===== src/hw/rtl/sha256_pkg.sv =====
// SHA-256 byte-stream hasher: shared types, constants and round functions.
// No dependencies; used by every file in hw/rtl except sha256_checker.
`timescale 1ns / 1ps

package sha256_pkg;

    // One request from the byte packer to the compression engine.
    typedef struct packed {
        logic        last;
        logic [2:0]  nbytes;
        logic [31:0] data;
    } sha256_cmd_t;

    typedef enum logic [2:0] {
        ST_COLLECT,
        ST_PAD,
        ST_ROUND,
        ST_ADD,
        ST_OUT
    } sha256_state_t;

    localparam logic [2:0]  FULL_WORD_BYTES = 3'd4;
    localparam logic [31:0] PAD_MARK_WORD   = 32'h8000_0000;
    localparam logic [7:0]  PAD_MARK_BYTE   = 8'h80;
    localparam logic [3:0]  LAST_LEN_SLOT   = 4'd13;
    localparam logic [3:0]  LEN_HI_SLOT     = 4'd14;
    localparam logic [3:0]  LEN_LO_SLOT     = 4'd15;
    localparam logic [5:0]  LAST_ROUND      = 6'd63;
    localparam logic [2:0]  LAST_DIGEST     = 3'd7;

    function automatic logic [31:0] sha256_iv(input logic [2:0] idx);
        logic [31:0] val;
        begin
            unique case (idx)
                3'd0: val = 32'h6A09E667;
                3'd1: val = 32'hBB67AE85;
                3'd2: val = 32'h3C6EF372;
                3'd3: val = 32'hA54FF53A;
                3'd4: val = 32'h510E527F;
                3'd5: val = 32'h9B05688C;
                3'd6: val = 32'h1F83D9AB;
                3'd7: val = 32'h5BE0CD19;
                default: val = 32'h6A09E667;
            endcase
            return val;
        end
    endfunction

    function automatic logic [31:0] sha256_k(input logic [5:0] idx);
        logic [31:0] val;
        begin
            unique case (idx)
                6'd0:  val = 32'h428A2F98;
                6'd1:  val = 32'h71374491;
                6'd2:  val = 32'hB5C0FBCF;
                6'd3:  val = 32'hE9B5DBA5;
                6'd4:  val = 32'h3956C25B;
                6'd5:  val = 32'h59F111F1;
                6'd6:  val = 32'h923F82A4;
                6'd7:  val = 32'hAB1C5ED5;
                6'd8:  val = 32'hD807AA98;
                6'd9:  val = 32'h12835B01;
                6'd10: val = 32'h243185BE;
                6'd11: val = 32'h550C7DC3;
                6'd12: val = 32'h72BE5D74;
                6'd13: val = 32'h80DEB1FE;
                6'd14: val = 32'h9BDC06A7;
                6'd15: val = 32'hC19BF174;
                6'd16: val = 32'hE49B69C1;
                6'd17: val = 32'hEFBE4786;
                6'd18: val = 32'h0FC19DC6;
                6'd19: val = 32'h240CA1CC;
                6'd20: val = 32'h2DE92C6F;
                6'd21: val = 32'h4A7484AA;
                6'd22: val = 32'h5CB0A9DC;
                6'd23: val = 32'h76F988DA;
                6'd24: val = 32'h983E5152;
                6'd25: val = 32'hA831C66D;
                6'd26: val = 32'hB00327C8;
                6'd27: val = 32'hBF597FC7;
                6'd28: val = 32'hC6E00BF3;
                6'd29: val = 32'hD5A79147;
                6'd30: val = 32'h06CA6351;
                6'd31: val = 32'h14292967;
                6'd32: val = 32'h27B70A85;
                6'd33: val = 32'h2E1B2138;
                6'd34: val = 32'h4D2C6DFC;
                6'd35: val = 32'h53380D13;
                6'd36: val = 32'h650A7354;
                6'd37: val = 32'h766A0ABB;
                6'd38: val = 32'h81C2C92E;
                6'd39: val = 32'h92722C85;
                6'd40: val = 32'hA2BFE8A1;
                6'd41: val = 32'hA81A664B;
                6'd42: val = 32'hC24B8B70;
                6'd43: val = 32'hC76C51A3;
                6'd44: val = 32'hD192E819;
                6'd45: val = 32'hD6990624;
                6'd46: val = 32'hF40E3585;
                6'd47: val = 32'h106AA070;
                6'd48: val = 32'h19A4C116;
                6'd49: val = 32'h1E376C08;
                6'd50: val = 32'h2748774C;
                6'd51: val = 32'h34B0BCB5;
                6'd52: val = 32'h391C0CB3;
                6'd53: val = 32'h4ED8AA4A;
                6'd54: val = 32'h5B9CCA4F;
                6'd55: val = 32'h682E6FF3;
                6'd56: val = 32'h748F82EE;
                6'd57: val = 32'h78A5636F;
                6'd58: val = 32'h84C87814;
                6'd59: val = 32'h8CC70208;
                6'd60: val = 32'h90BEFFFA;
                6'd61: val = 32'hA4506CEB;
                6'd62: val = 32'hBEF9A3F7;
                6'd63: val = 32'hC67178F2;
                default: val = 32'h428A2F98;
            endcase
            return val;
        end
    endfunction

    function automatic logic [31:0] big_sigma0(input logic [31:0] x);
        begin
            return {x[1:0], x[31:2]} ^ {x[12:0], x[31:13]} ^ {x[21:0], x[31:22]};
        end
    endfunction

    function automatic logic [31:0] big_sigma1(input logic [31:0] x);
        begin
            return {x[5:0], x[31:6]} ^ {x[10:0], x[31:11]} ^ {x[24:0], x[31:25]};
        end
    endfunction

    function automatic logic [31:0] small_sigma0(input logic [31:0] x);
        begin
            return {x[6:0], x[31:7]} ^ {x[17:0], x[31:18]} ^ {3'b000, x[31:3]};
        end
    endfunction

    function automatic logic [31:0] small_sigma1(input logic [31:0] x);
        begin
            return {x[16:0], x[31:17]} ^ {x[18:0], x[31:19]} ^ {10'd0, x[31:10]};
        end
    endfunction

endpackage


===== src/hw/rtl/sha256_byte_stream_hasher.sv =====
// Top level of the SHA-256 byte-stream hasher.
// Instantiates sha256_front, sha256_cmd_fifo and sha256_back; uses sha256_pkg.
//
// Channel   Direction  Handshake          Payload
// input     in         push / full        data_byte, byte_present, message_end
// result    out        pop / empty        digest_word, word_number, final_word
//
// The packer takes one byte per cycle while full is low and hands a request to the
// queue per four bytes or at a message end. Each 64-byte block is loaded into the
// engine as 16 words, then runs 64 rounds and folds the result into the chaining words.
// The end of a message adds the padding words and one or two block compressions,
// then eight digest words leave at up to one per cycle.
// Reset leaves the block ready for a new message; full rises when the request queue fills.
`timescale 1ns / 1ps

module sha256_byte_stream_hasher
#(
    parameter int CMD_DEPTH = 4
)
(
    input  logic        clk,
    input  logic        rst_n,
    input  logic        push,
    output logic        full,
    input  logic [7:0]  data_byte,
    input  logic        byte_present,
    input  logic        message_end,
    output logic        empty,
    input  logic        pop,
    output logic [31:0] digest_word,
    output logic [2:0]  word_number,
    output logic        final_word
);

    sha256_pkg::sha256_cmd_t wr_cmd;
    sha256_pkg::sha256_cmd_t rd_cmd;
    logic                    cmd_push;
    logic                    cmd_full;
    logic                    cmd_pop;
    logic                    cmd_valid;

    sha256_front u_front
    (
        .clk          (clk),
        .rst_n        (rst_n),
        .push         (push),
        .full         (full),
        .data_byte    (data_byte),
        .byte_present (byte_present),
        .message_end  (message_end),
        .cmd_full     (cmd_full),
        .cmd_push     (cmd_push),
        .cmd          (wr_cmd)
    );

    sha256_cmd_fifo #(.DEPTH(CMD_DEPTH)) u_fifo
    (
        .clk        (clk),
        .rst_n      (rst_n),
        .wr_en      (cmd_push),
        .wr_data    (wr_cmd),
        .fifo_full  (cmd_full),
        .rd_en      (cmd_pop),
        .rd_data    (rd_cmd),
        .fifo_valid (cmd_valid)
    );

    sha256_back u_back
    (
        .clk         (clk),
        .rst_n       (rst_n),
        .cmd_valid   (cmd_valid),
        .cmd         (rd_cmd),
        .cmd_pop     (cmd_pop),
        .empty       (empty),
        .pop         (pop),
        .digest_word (digest_word),
        .word_number (word_number),
        .final_word  (final_word)
    );

endmodule


===== src/hw/rtl/sha256_front.sv =====
// Byte packer: gathers message bytes into big-endian 32-bit words and issues
// word and end-of-message requests. Depends on sha256_pkg.
`timescale 1ns / 1ps

module sha256_front
(
    input  logic                    clk,
    input  logic                    rst_n,
    input  logic                    push,
    output logic                    full,
    input  logic [7:0]              data_byte,
    input  logic                    byte_present,
    input  logic                    message_end,
    input  logic                    cmd_full,
    output logic                    cmd_push,
    output sha256_pkg::sha256_cmd_t cmd
);

    logic [31:0] word_reg;
    logic [31:0] word_next;
    logic [1:0]  bcnt_reg;
    logic [1:0]  bcnt_next;
    logic [2:0]  bcnt_plus;
    logic        accept;

    assign full   = cmd_full;
    assign accept = push && !cmd_full;

    always_comb
    begin
        word_next  = byte_present ? {word_reg[23:0], data_byte} : word_reg;
        bcnt_plus  = {1'b0, bcnt_reg} + {2'b00, byte_present};
        bcnt_next  = bcnt_reg;
        cmd_push   = 1'b0;
        cmd.last   = message_end;
        cmd.nbytes = bcnt_plus;
        cmd.data   = word_next;
        if (accept)
        begin
            if ((bcnt_plus == sha256_pkg::FULL_WORD_BYTES) || message_end)
            begin
                cmd_push  = 1'b1;
                bcnt_next = 2'd0;
            end
            else
            begin
                bcnt_next = bcnt_plus[1:0];
            end
        end
    end

    always_ff @(posedge clk or negedge rst_n)
    begin
        if (!rst_n)
        begin
            bcnt_reg <= 2'd0;
        end
        else
        begin
            bcnt_reg <= bcnt_next;
        end
    end

    always_ff @(posedge clk)
    begin
        if (accept)
        begin
            word_reg <= word_next;
        end
    end

endmodule


===== src/hw/rtl/sha256_cmd_fifo.sv =====
// Short request queue between the byte packer and the compression engine.
// Depends on sha256_pkg for the request type.
`timescale 1ns / 1ps

module sha256_cmd_fifo
#(
    parameter int DEPTH = 4
)
(
    input  logic                    clk,
    input  logic                    rst_n,
    input  logic                    wr_en,
    input  sha256_pkg::sha256_cmd_t wr_data,
    output logic                    fifo_full,
    input  logic                    rd_en,
    output sha256_pkg::sha256_cmd_t rd_data,
    output logic                    fifo_valid
);

    localparam int AW = (DEPTH > 1) ? $clog2(DEPTH) : 1;
    localparam int CW = $clog2(DEPTH + 1);

    sha256_pkg::sha256_cmd_t mem_reg [DEPTH];
    logic [AW-1:0] wptr_reg;
    logic [AW-1:0] wptr_next;
    logic [AW-1:0] rptr_reg;
    logic [AW-1:0] rptr_next;
    logic [CW-1:0] count_reg;
    logic [CW-1:0] count_next;
    logic          do_wr;
    logic          do_rd;

    assign fifo_full  = (count_reg == CW'(DEPTH));
    assign fifo_valid = (count_reg != '0);
    assign do_wr      = wr_en && !fifo_full;
    assign do_rd      = rd_en && fifo_valid;
    assign rd_data    = mem_reg[rptr_reg];

    always_comb
    begin
        wptr_next  = wptr_reg;
        rptr_next  = rptr_reg;
        count_next = count_reg;
        if (do_wr)
        begin
            wptr_next = (wptr_reg == AW'(DEPTH - 1)) ? '0 : wptr_reg + 1'b1;
        end
        if (do_rd)
        begin
            rptr_next = (rptr_reg == AW'(DEPTH - 1)) ? '0 : rptr_reg + 1'b1;
        end
        if (do_wr && !do_rd)
        begin
            count_next = count_reg + 1'b1;
        end
        else if (do_rd && !do_wr)
        begin
            count_next = count_reg - 1'b1;
        end
    end

    always_ff @(posedge clk or negedge rst_n)
    begin
        if (!rst_n)
        begin
            wptr_reg  <= '0;
            rptr_reg  <= '0;
            count_reg <= '0;
        end
        else
        begin
            wptr_reg  <= wptr_next;
            rptr_reg  <= rptr_next;
            count_reg <= count_next;
        end
    end

    always_ff @(posedge clk)
    begin
        if (do_wr)
        begin
            mem_reg[wptr_reg] <= wr_data;
        end
    end

endmodule


===== src/hw/rtl/sha256_back.sv =====
// Compression engine: message schedule, padding sequencer, 64-round core and
// the digest output register. Depends on sha256_pkg.
`timescale 1ns / 1ps

module sha256_back
(
    input  logic                    clk,
    input  logic                    rst_n,
    input  logic                    cmd_valid,
    input  sha256_pkg::sha256_cmd_t cmd,
    output logic                    cmd_pop,
    output logic                    empty,
    input  logic                    pop,
    output logic [31:0]             digest_word,
    output logic [2:0]              word_number,
    output logic                    final_word
);

    sha256_pkg::sha256_state_t state_reg;
    sha256_pkg::sha256_state_t state_next;

    logic [31:0] w_reg [16];
    logic [31:0] v_reg [8];
    logic [31:0] hash_reg [8];
    logic [63:0] len_reg;
    logic [63:0] len_next;
    logic [63:0] len_add;
    logic [3:0]  wcnt_reg;
    logic [3:0]  wcnt_next;
    logic [5:0]  rcnt_reg;
    logic [5:0]  rcnt_next;
    logic [2:0]  ocnt_reg;
    logic [2:0]  ocnt_next;
    logic        need80_reg;
    logic        need80_next;
    logic        ending_reg;
    logic        ending_next;
    logic        len_ok_reg;
    logic        len_ok_next;
    logic        final_blk_reg;
    logic        final_blk_next;
    logic        out_valid_reg;
    logic        out_valid_next;
    logic [31:0] out_word_reg;
    logic [2:0]  out_num_reg;
    logic        out_final_reg;

    logic        do_insert;
    logic        do_round;
    logic        do_add;
    logic        start_comp;
    logic        load_out;
    logic        clear_msg;
    logic        out_pop;
    logic [31:0] ins_word;
    logic [31:0] pad_word;
    logic [31:0] t1;
    logic [31:0] t2;
    logic [31:0] w_new;

    assign empty       = !out_valid_reg;
    assign digest_word = out_word_reg;
    assign word_number = out_num_reg;
    assign final_word  = out_final_reg;
    assign out_pop     = pop && out_valid_reg;

    always_comb
    begin
        unique case (cmd.nbytes[1:0])
            2'd0: pad_word = sha256_pkg::PAD_MARK_WORD;
            2'd1: pad_word = {cmd.data[7:0], sha256_pkg::PAD_MARK_BYTE, 16'd0};
            2'd2: pad_word = {cmd.data[15:0], sha256_pkg::PAD_MARK_BYTE, 8'd0};
            2'd3: pad_word = {cmd.data[23:0], sha256_pkg::PAD_MARK_BYTE};
            default: pad_word = sha256_pkg::PAD_MARK_WORD;
        endcase
    end

    always_comb
    begin
        t1 = v_reg[7] + sha256_pkg::big_sigma1(v_reg[4])
           + ((v_reg[4] & v_reg[5]) ^ (~v_reg[4] & v_reg[6]))
           + sha256_pkg::sha256_k(rcnt_reg) + w_reg[0];
        t2 = sha256_pkg::big_sigma0(v_reg[0])
           + ((v_reg[0] & v_reg[1]) ^ (v_reg[0] & v_reg[2]) ^ (v_reg[1] & v_reg[2]));
        w_new = sha256_pkg::small_sigma1(w_reg[14]) + w_reg[9]
              + sha256_pkg::small_sigma0(w_reg[1]) + w_reg[0];
    end

    always_comb
    begin
        state_next     = state_reg;
        wcnt_next      = wcnt_reg;
        rcnt_next      = rcnt_reg;
        ocnt_next      = ocnt_reg;
        need80_next    = need80_reg;
        ending_next    = ending_reg;
        len_ok_next    = len_ok_reg;
        final_blk_next = final_blk_reg;
        len_add        = 64'd0;
        ins_word       = 32'd0;
        do_insert      = 1'b0;
        do_round       = 1'b0;
        do_add         = 1'b0;
        start_comp     = 1'b0;
        load_out       = 1'b0;
        clear_msg      = 1'b0;
        cmd_pop        = 1'b0;

        unique case (state_reg)
            sha256_pkg::ST_COLLECT:
            begin
                if (cmd_valid)
                begin
                    cmd_pop   = 1'b1;
                    do_insert = 1'b1;
                    if (cmd.nbytes == sha256_pkg::FULL_WORD_BYTES)
                    begin
                        ins_word = cmd.data;
                        len_add  = 64'd32;
                    end
                    else
                    begin
                        ins_word    = pad_word;
                        len_add     = {58'd0, cmd.nbytes, 3'b000};
                        len_ok_next = (wcnt_reg <= sha256_pkg::LAST_LEN_SLOT);
                    end
                    if (cmd.last)
                    begin
                        ending_next = 1'b1;
                        need80_next = (cmd.nbytes == sha256_pkg::FULL_WORD_BYTES);
                        state_next  = sha256_pkg::ST_PAD;
                    end
                end
            end
            sha256_pkg::ST_PAD:
            begin
                do_insert = 1'b1;
                if (need80_reg)
                begin
                    ins_word    = sha256_pkg::PAD_MARK_WORD;
                    need80_next = 1'b0;
                    len_ok_next = (wcnt_reg <= sha256_pkg::LAST_LEN_SLOT);
                end
                else if (len_ok_reg && (wcnt_reg == sha256_pkg::LEN_HI_SLOT))
                begin
                    ins_word = len_reg[63:32];
                end
                else if (len_ok_reg && (wcnt_reg == sha256_pkg::LEN_LO_SLOT))
                begin
                    ins_word       = len_reg[31:0];
                    final_blk_next = 1'b1;
                end
                else
                begin
                    ins_word = 32'd0;
                end
            end
            sha256_pkg::ST_ROUND:
            begin
                do_round  = 1'b1;
                rcnt_next = rcnt_reg + 1'b1;
                if (rcnt_reg == sha256_pkg::LAST_ROUND)
                begin
                    state_next = sha256_pkg::ST_ADD;
                end
            end
            sha256_pkg::ST_ADD:
            begin
                do_add = 1'b1;
                if (final_blk_reg)
                begin
                    state_next = sha256_pkg::ST_OUT;
                end
                else if (ending_reg)
                begin
                    state_next = sha256_pkg::ST_PAD;
                end
                else
                begin
                    state_next = sha256_pkg::ST_COLLECT;
                end
            end
            sha256_pkg::ST_OUT:
            begin
                if (!out_valid_reg || pop)
                begin
                    load_out  = 1'b1;
                    ocnt_next = ocnt_reg + 1'b1;
                    if (ocnt_reg == sha256_pkg::LAST_DIGEST)
                    begin
                        clear_msg      = 1'b1;
                        need80_next    = 1'b0;
                        ending_next    = 1'b0;
                        len_ok_next    = 1'b0;
                        final_blk_next = 1'b0;
                        state_next     = sha256_pkg::ST_COLLECT;
                    end
                end
            end
            default:
            begin
                state_next = sha256_pkg::ST_COLLECT;
            end
        endcase

        if (do_insert)
        begin
            wcnt_next = wcnt_reg + 1'b1;
            if (wcnt_reg == sha256_pkg::LEN_LO_SLOT)
            begin
                start_comp = 1'b1;
                rcnt_next  = 6'd0;
                state_next = sha256_pkg::ST_ROUND;
                if (ending_next)
                begin
                    len_ok_next = 1'b1;
                end
            end
        end

        len_next = clear_msg ? 64'd0 : len_reg + len_add;

        if (load_out)
        begin
            out_valid_next = 1'b1;
        end
        else if (out_pop)
        begin
            out_valid_next = 1'b0;
        end
        else
        begin
            out_valid_next = out_valid_reg;
        end
    end

    always_ff @(posedge clk or negedge rst_n)
    begin
        if (!rst_n)
        begin
            state_reg     <= sha256_pkg::ST_COLLECT;
            wcnt_reg      <= 4'd0;
            rcnt_reg      <= 6'd0;
            ocnt_reg      <= 3'd0;
            need80_reg    <= 1'b0;
            ending_reg    <= 1'b0;
            len_ok_reg    <= 1'b0;
            final_blk_reg <= 1'b0;
            out_valid_reg <= 1'b0;
            len_reg       <= 64'd0;
            for (int i = 0; i < 8; i++)
            begin
                hash_reg[i] <= sha256_pkg::sha256_iv(3'(i));
            end
        end
        else
        begin
            state_reg     <= state_next;
            wcnt_reg      <= wcnt_next;
            rcnt_reg      <= rcnt_next;
            ocnt_reg      <= ocnt_next;
            need80_reg    <= need80_next;
            ending_reg    <= ending_next;
            len_ok_reg    <= len_ok_next;
            final_blk_reg <= final_blk_next;
            out_valid_reg <= out_valid_next;
            len_reg       <= len_next;
            for (int i = 0; i < 8; i++)
            begin
                if (do_add)
                begin
                    hash_reg[i] <= hash_reg[i] + v_reg[i];
                end
                else if (clear_msg)
                begin
                    hash_reg[i] <= sha256_pkg::sha256_iv(3'(i));
                end
            end
        end
    end

    always_ff @(posedge clk)
    begin
        if (do_insert || do_round)
        begin
            for (int i = 0; i < 15; i++)
            begin
                w_reg[i] <= w_reg[i + 1];
            end
            w_reg[15] <= do_insert ? ins_word : w_new;
        end
        if (start_comp)
        begin
            for (int i = 0; i < 8; i++)
            begin
                v_reg[i] <= hash_reg[i];
            end
        end
        else if (do_round)
        begin
            v_reg[7] <= v_reg[6];
            v_reg[6] <= v_reg[5];
            v_reg[5] <= v_reg[4];
            v_reg[4] <= v_reg[3] + t1;
            v_reg[3] <= v_reg[2];
            v_reg[2] <= v_reg[1];
            v_reg[1] <= v_reg[0];
            v_reg[0] <= t1 + t2;
        end
        if (load_out)
        begin
            out_word_reg  <= hash_reg[ocnt_reg];
            out_num_reg   <= ocnt_reg;
            out_final_reg <= (ocnt_reg == sha256_pkg::LAST_DIGEST);
        end
    end

endmodule


===== config.mk =====
export PLATFORM = sky130hd
export DESIGN_NAME = sha256_byte_stream_hasher
export DESIGN_NICKNAME = d
export VERILOG_FILES = /design/src/hw/rtl/sha256_pkg.sv /design/src/hw/rtl/sha256_byte_stream_hasher.sv /design/src/hw/rtl/sha256_front.sv /design/src/hw/rtl/sha256_cmd_fifo.sv /design/src/hw/rtl/sha256_back.sv
export SDC_FILE = /design/constraint.sdc
export NUM_CORES = 2
export LEC_CHECK = 0
export BUFFER_PORTS_ARGS = -buffer_cell sky130_fd_sc_hd__buf_2
export CORE_MARGIN = 4
export CORE_UTILIZATION = 56
export CTS_BUF_LIST = sky130_fd_sc_hd__clkbuf_8
export DETAILED_ROUTE_END_ITERATION = 7
export PLACE_DENSITY = 0.72
export SETUP_SLACK_MARGIN = 0.4
export SLEW_MARGIN = 0
export SYNTH_ARGS = -nofsm -noshare
export SYNTH_HDL_FRONTEND = slang
export SYNTH_SLANG_ARGS = --single-unit

===== constraint.sdc =====
create_clock -name clk -period 26.3 [get_ports clk]
set_clock_uncertainty 0.1 [all_clocks]
set_input_delay 1.315 -clock clk [delete_from_list [all_inputs] [get_ports clk]]
set_output_delay 1.315 -clock clk [all_outputs]
set_load 0.005 [all_outputs]

==> flow_summary.toml <==
[yosys]
syn_inst = 7042
synth_flop_cell = "edfxtp_1"
synth_compound_area_frac = 0.1300
muxShareOfSynthArea = 0.04855
synth.top_cells.by_area = "edfxtp_1 38%, dfrtp_1 6.8%, ha_1 6.6%"
syn-cell-area_sq_mm = 0.07808
synth_fa_ha_area_frac = 0.1197
synth_top_cell_area_share = 0.3769
ys_types = 94
syn-num-nets = 7664
syn_area_per_cell_sq_um = 11.09
synth_simple_gate_area_frac = 0.1139
synth_edf_count = 980
post-synth-top-area-cell = "edfxtp_1"
async_reset_ff_frac = 0.2615
ys_seq_elements = 1327
synth_xor_area_frac = 0.06894
synth_top_family_by_area = "compound AO/OA/AOI/OAI gates"
yosys_warnings = 0
ys_seq_area_frac = 0.4903

[cells_and_area]
layout_commonest_cell = "nand2_1"
largest_reg_flops = 512
drive_gt1_frac = 0.1084
final_nets = 7687
final_cell_mix = "983 x nand2_1, 980 x edfxtp_1, 486 x a21oi_1"
syn_to_final_growth_pct = 8.141

[drt]
viasPerCell = 6.229
routed_wl_mm = 232.1
drt_iter0_markers = 6153
drc = 0
ant_nets = 0
num_vias = 56840
routedWlPerCell_um = 25.43
first_pass_iters = 6

[floorplanning]
core_area_sq_mm = 0.1380
initial_utilization = 0.5658
die-height_um = 381.4
die_w_um = 381.4
pin_count = 52
dieArea_sq_mm = 0.1455
std_cell_rows = 136

[outcome]
status = "finished, final reports clean"

[clock_tree]
ctsResizeCount = 0
max-clock-path-buffers = 3
clock_sinks = 1327
cts_buffers = 217
htreeDepth = 4
clock_latency_ns = 0.97
holdBufCountCts = 0
cts_tree = "done"
path_clk_slew_ns = 0.06
post_cts_buffers = 0
cts-root-buf = "clkbuf_8"

[global_route]
first_global_vias = 54280
grt_pass1_wl_mm = 345.1
antenna_found_initial = 2
grt.overflow.total = 0
grt_max_degree = 217
grt_usage = 0.3133

[setup_path]
crit_arrival_ns = 11.72
cp-start-kind = "register"
worstSetupEndpointType = "register"
crit_path_frequent_cell = "o21ai_0"
critPathMaxFanout = 18
cpPeakStageDelay_ns = 0.80
required_ns = 26.89
path_class = "register to register"
critical-path-slowest-cell = "ha_1"

[sta]
worstMarginPinSlew_ns = 1.113
setup-violations-final = 0
fmax_ghz = 0.08990
rsz0062_at_grt = "false"
fin_crit_sh = 0.4230
tns_ns = 0
max_slew_margin = 0.2518
slew_viol_final = 0
finalHoldViolations = 0
fin_crit_ns = 11.12

[job]
cap_violations = 0

[placed_design]
place_hpwl_mm = 168.2
portBuffers = 51
routabilityCongestion = 0.9660

[min_path]
hold_path.class = "primary input to asynchronous set/reset pin"
==> critical path, delay by kind of cell (launching register included) <==
kind,cells,cell delay [ns]
muxes,1,0.49
and+or+nand+nor,9,1.81
xor gates and xnor gates,1,0.30
DFF,1,0.73
buffers and inverters,2,0.63
AOI/OAI and AO/OA,13,3.45
adders and majority gates,7,3.32
==> synth_stat cells, types with 114 or more instances <==
master / number
xor2_1: 241
nor2_1: 401
a21o_1: 170
clkbuf_1: 266
ha_1: 411
dfstp_2: 136
fa_1: 197
o21ai_0: 466
edfxtp_1: 980
nand2_1: 987
nor3_1: 114
inv_1: 270
nand3_1: 149
dfrtp_1: 211
a21oi_1: 486
xnor2_1: 371
==> per-layer routing <==
layer	part of all wire	wire length (um)	track usage
met1	0.41	94720	0.4277
met2	0.46	106600	0.4928
met3	0.081	18710	0.05519
met4	0.052	12040	0.1428
met5	0	0	0
==> final timing paths <==
kind                                               start                             end  slack (ns)  cells past startpoint
max                         u_back.rcnt_reg[0]$_DFF_PN0_   u_back.v_reg[0][31]$_DFFE_PP_       15.18                     33
min                                                rst_n  u_fifo.wptr_reg[0]$_DFFE_PN0P_        0.23                      1
max reg2reg                 u_back.rcnt_reg[0]$_DFF_PN0_   u_back.v_reg[0][31]$_DFFE_PP_       15.18                     33
min reg2reg                u_back.w_reg[2][31]$_DFFE_PP_   u_back.w_reg[1][31]$_DFFE_PP_        0.27                      0
max in group asynchronous                          rst_n  u_fifo.rptr_reg[0]$_DFFE_PN0P_       23.39                      3
min in group clk           u_back.w_reg[2][31]$_DFFE_PP_   u_back.w_reg[1][31]$_DFFE_PP_        0.27                      0
==> stage by stage <==
stage	cell area [sq um]	cells	hold slack [ns]	setup WS [ns]	utilization
floorplan	78080	7042	0.3003	5.682	-
CTS	84420	9120	0.2264	15.45	0.6118
global route	84430	9122	0.2528	14.79	0.6118
finish	84440	9125	0.2297	15.18	0.6118
global placement	80130	8709	0.3001	15.61	0.5807
detailed placement	80130	8709	0.3045	15.53	0.5807
==> area by class of cell <==
| class | instances | area [sq um] |
|---|---|---|
| antenna | 5 | 12.51 |
| clock buffer | 226 | 3110 |
| clock inverter | 185 | 1179 |
| fill | 11080 | 53570 |
| inverter | 272 | 1021 |
| multi-input combinational | 5124 | 37640 |
| sequential | 1327 | 38300 |
| tap | 1863 | 2331 |
| timing repair buffer | 123 | 843.3 |
==> cells by family (layout without fill, tap and decap cells) <==
family                     after synthesis  after routing
AOI/OAI and AO/OA                     1628           1628
xor gates and xnor gates               613            613
adders and majority gates              634            634
buffers and inverters                  591            806
DFF                                   1327           1327
muxes                                  234            234
other                                    0              5
and+or+nand+nor                       2015           2015
Power is left out: the tool's default activity adds up to more than one toggle a clock period on the data nets, which glitch-free logic cannot reach.
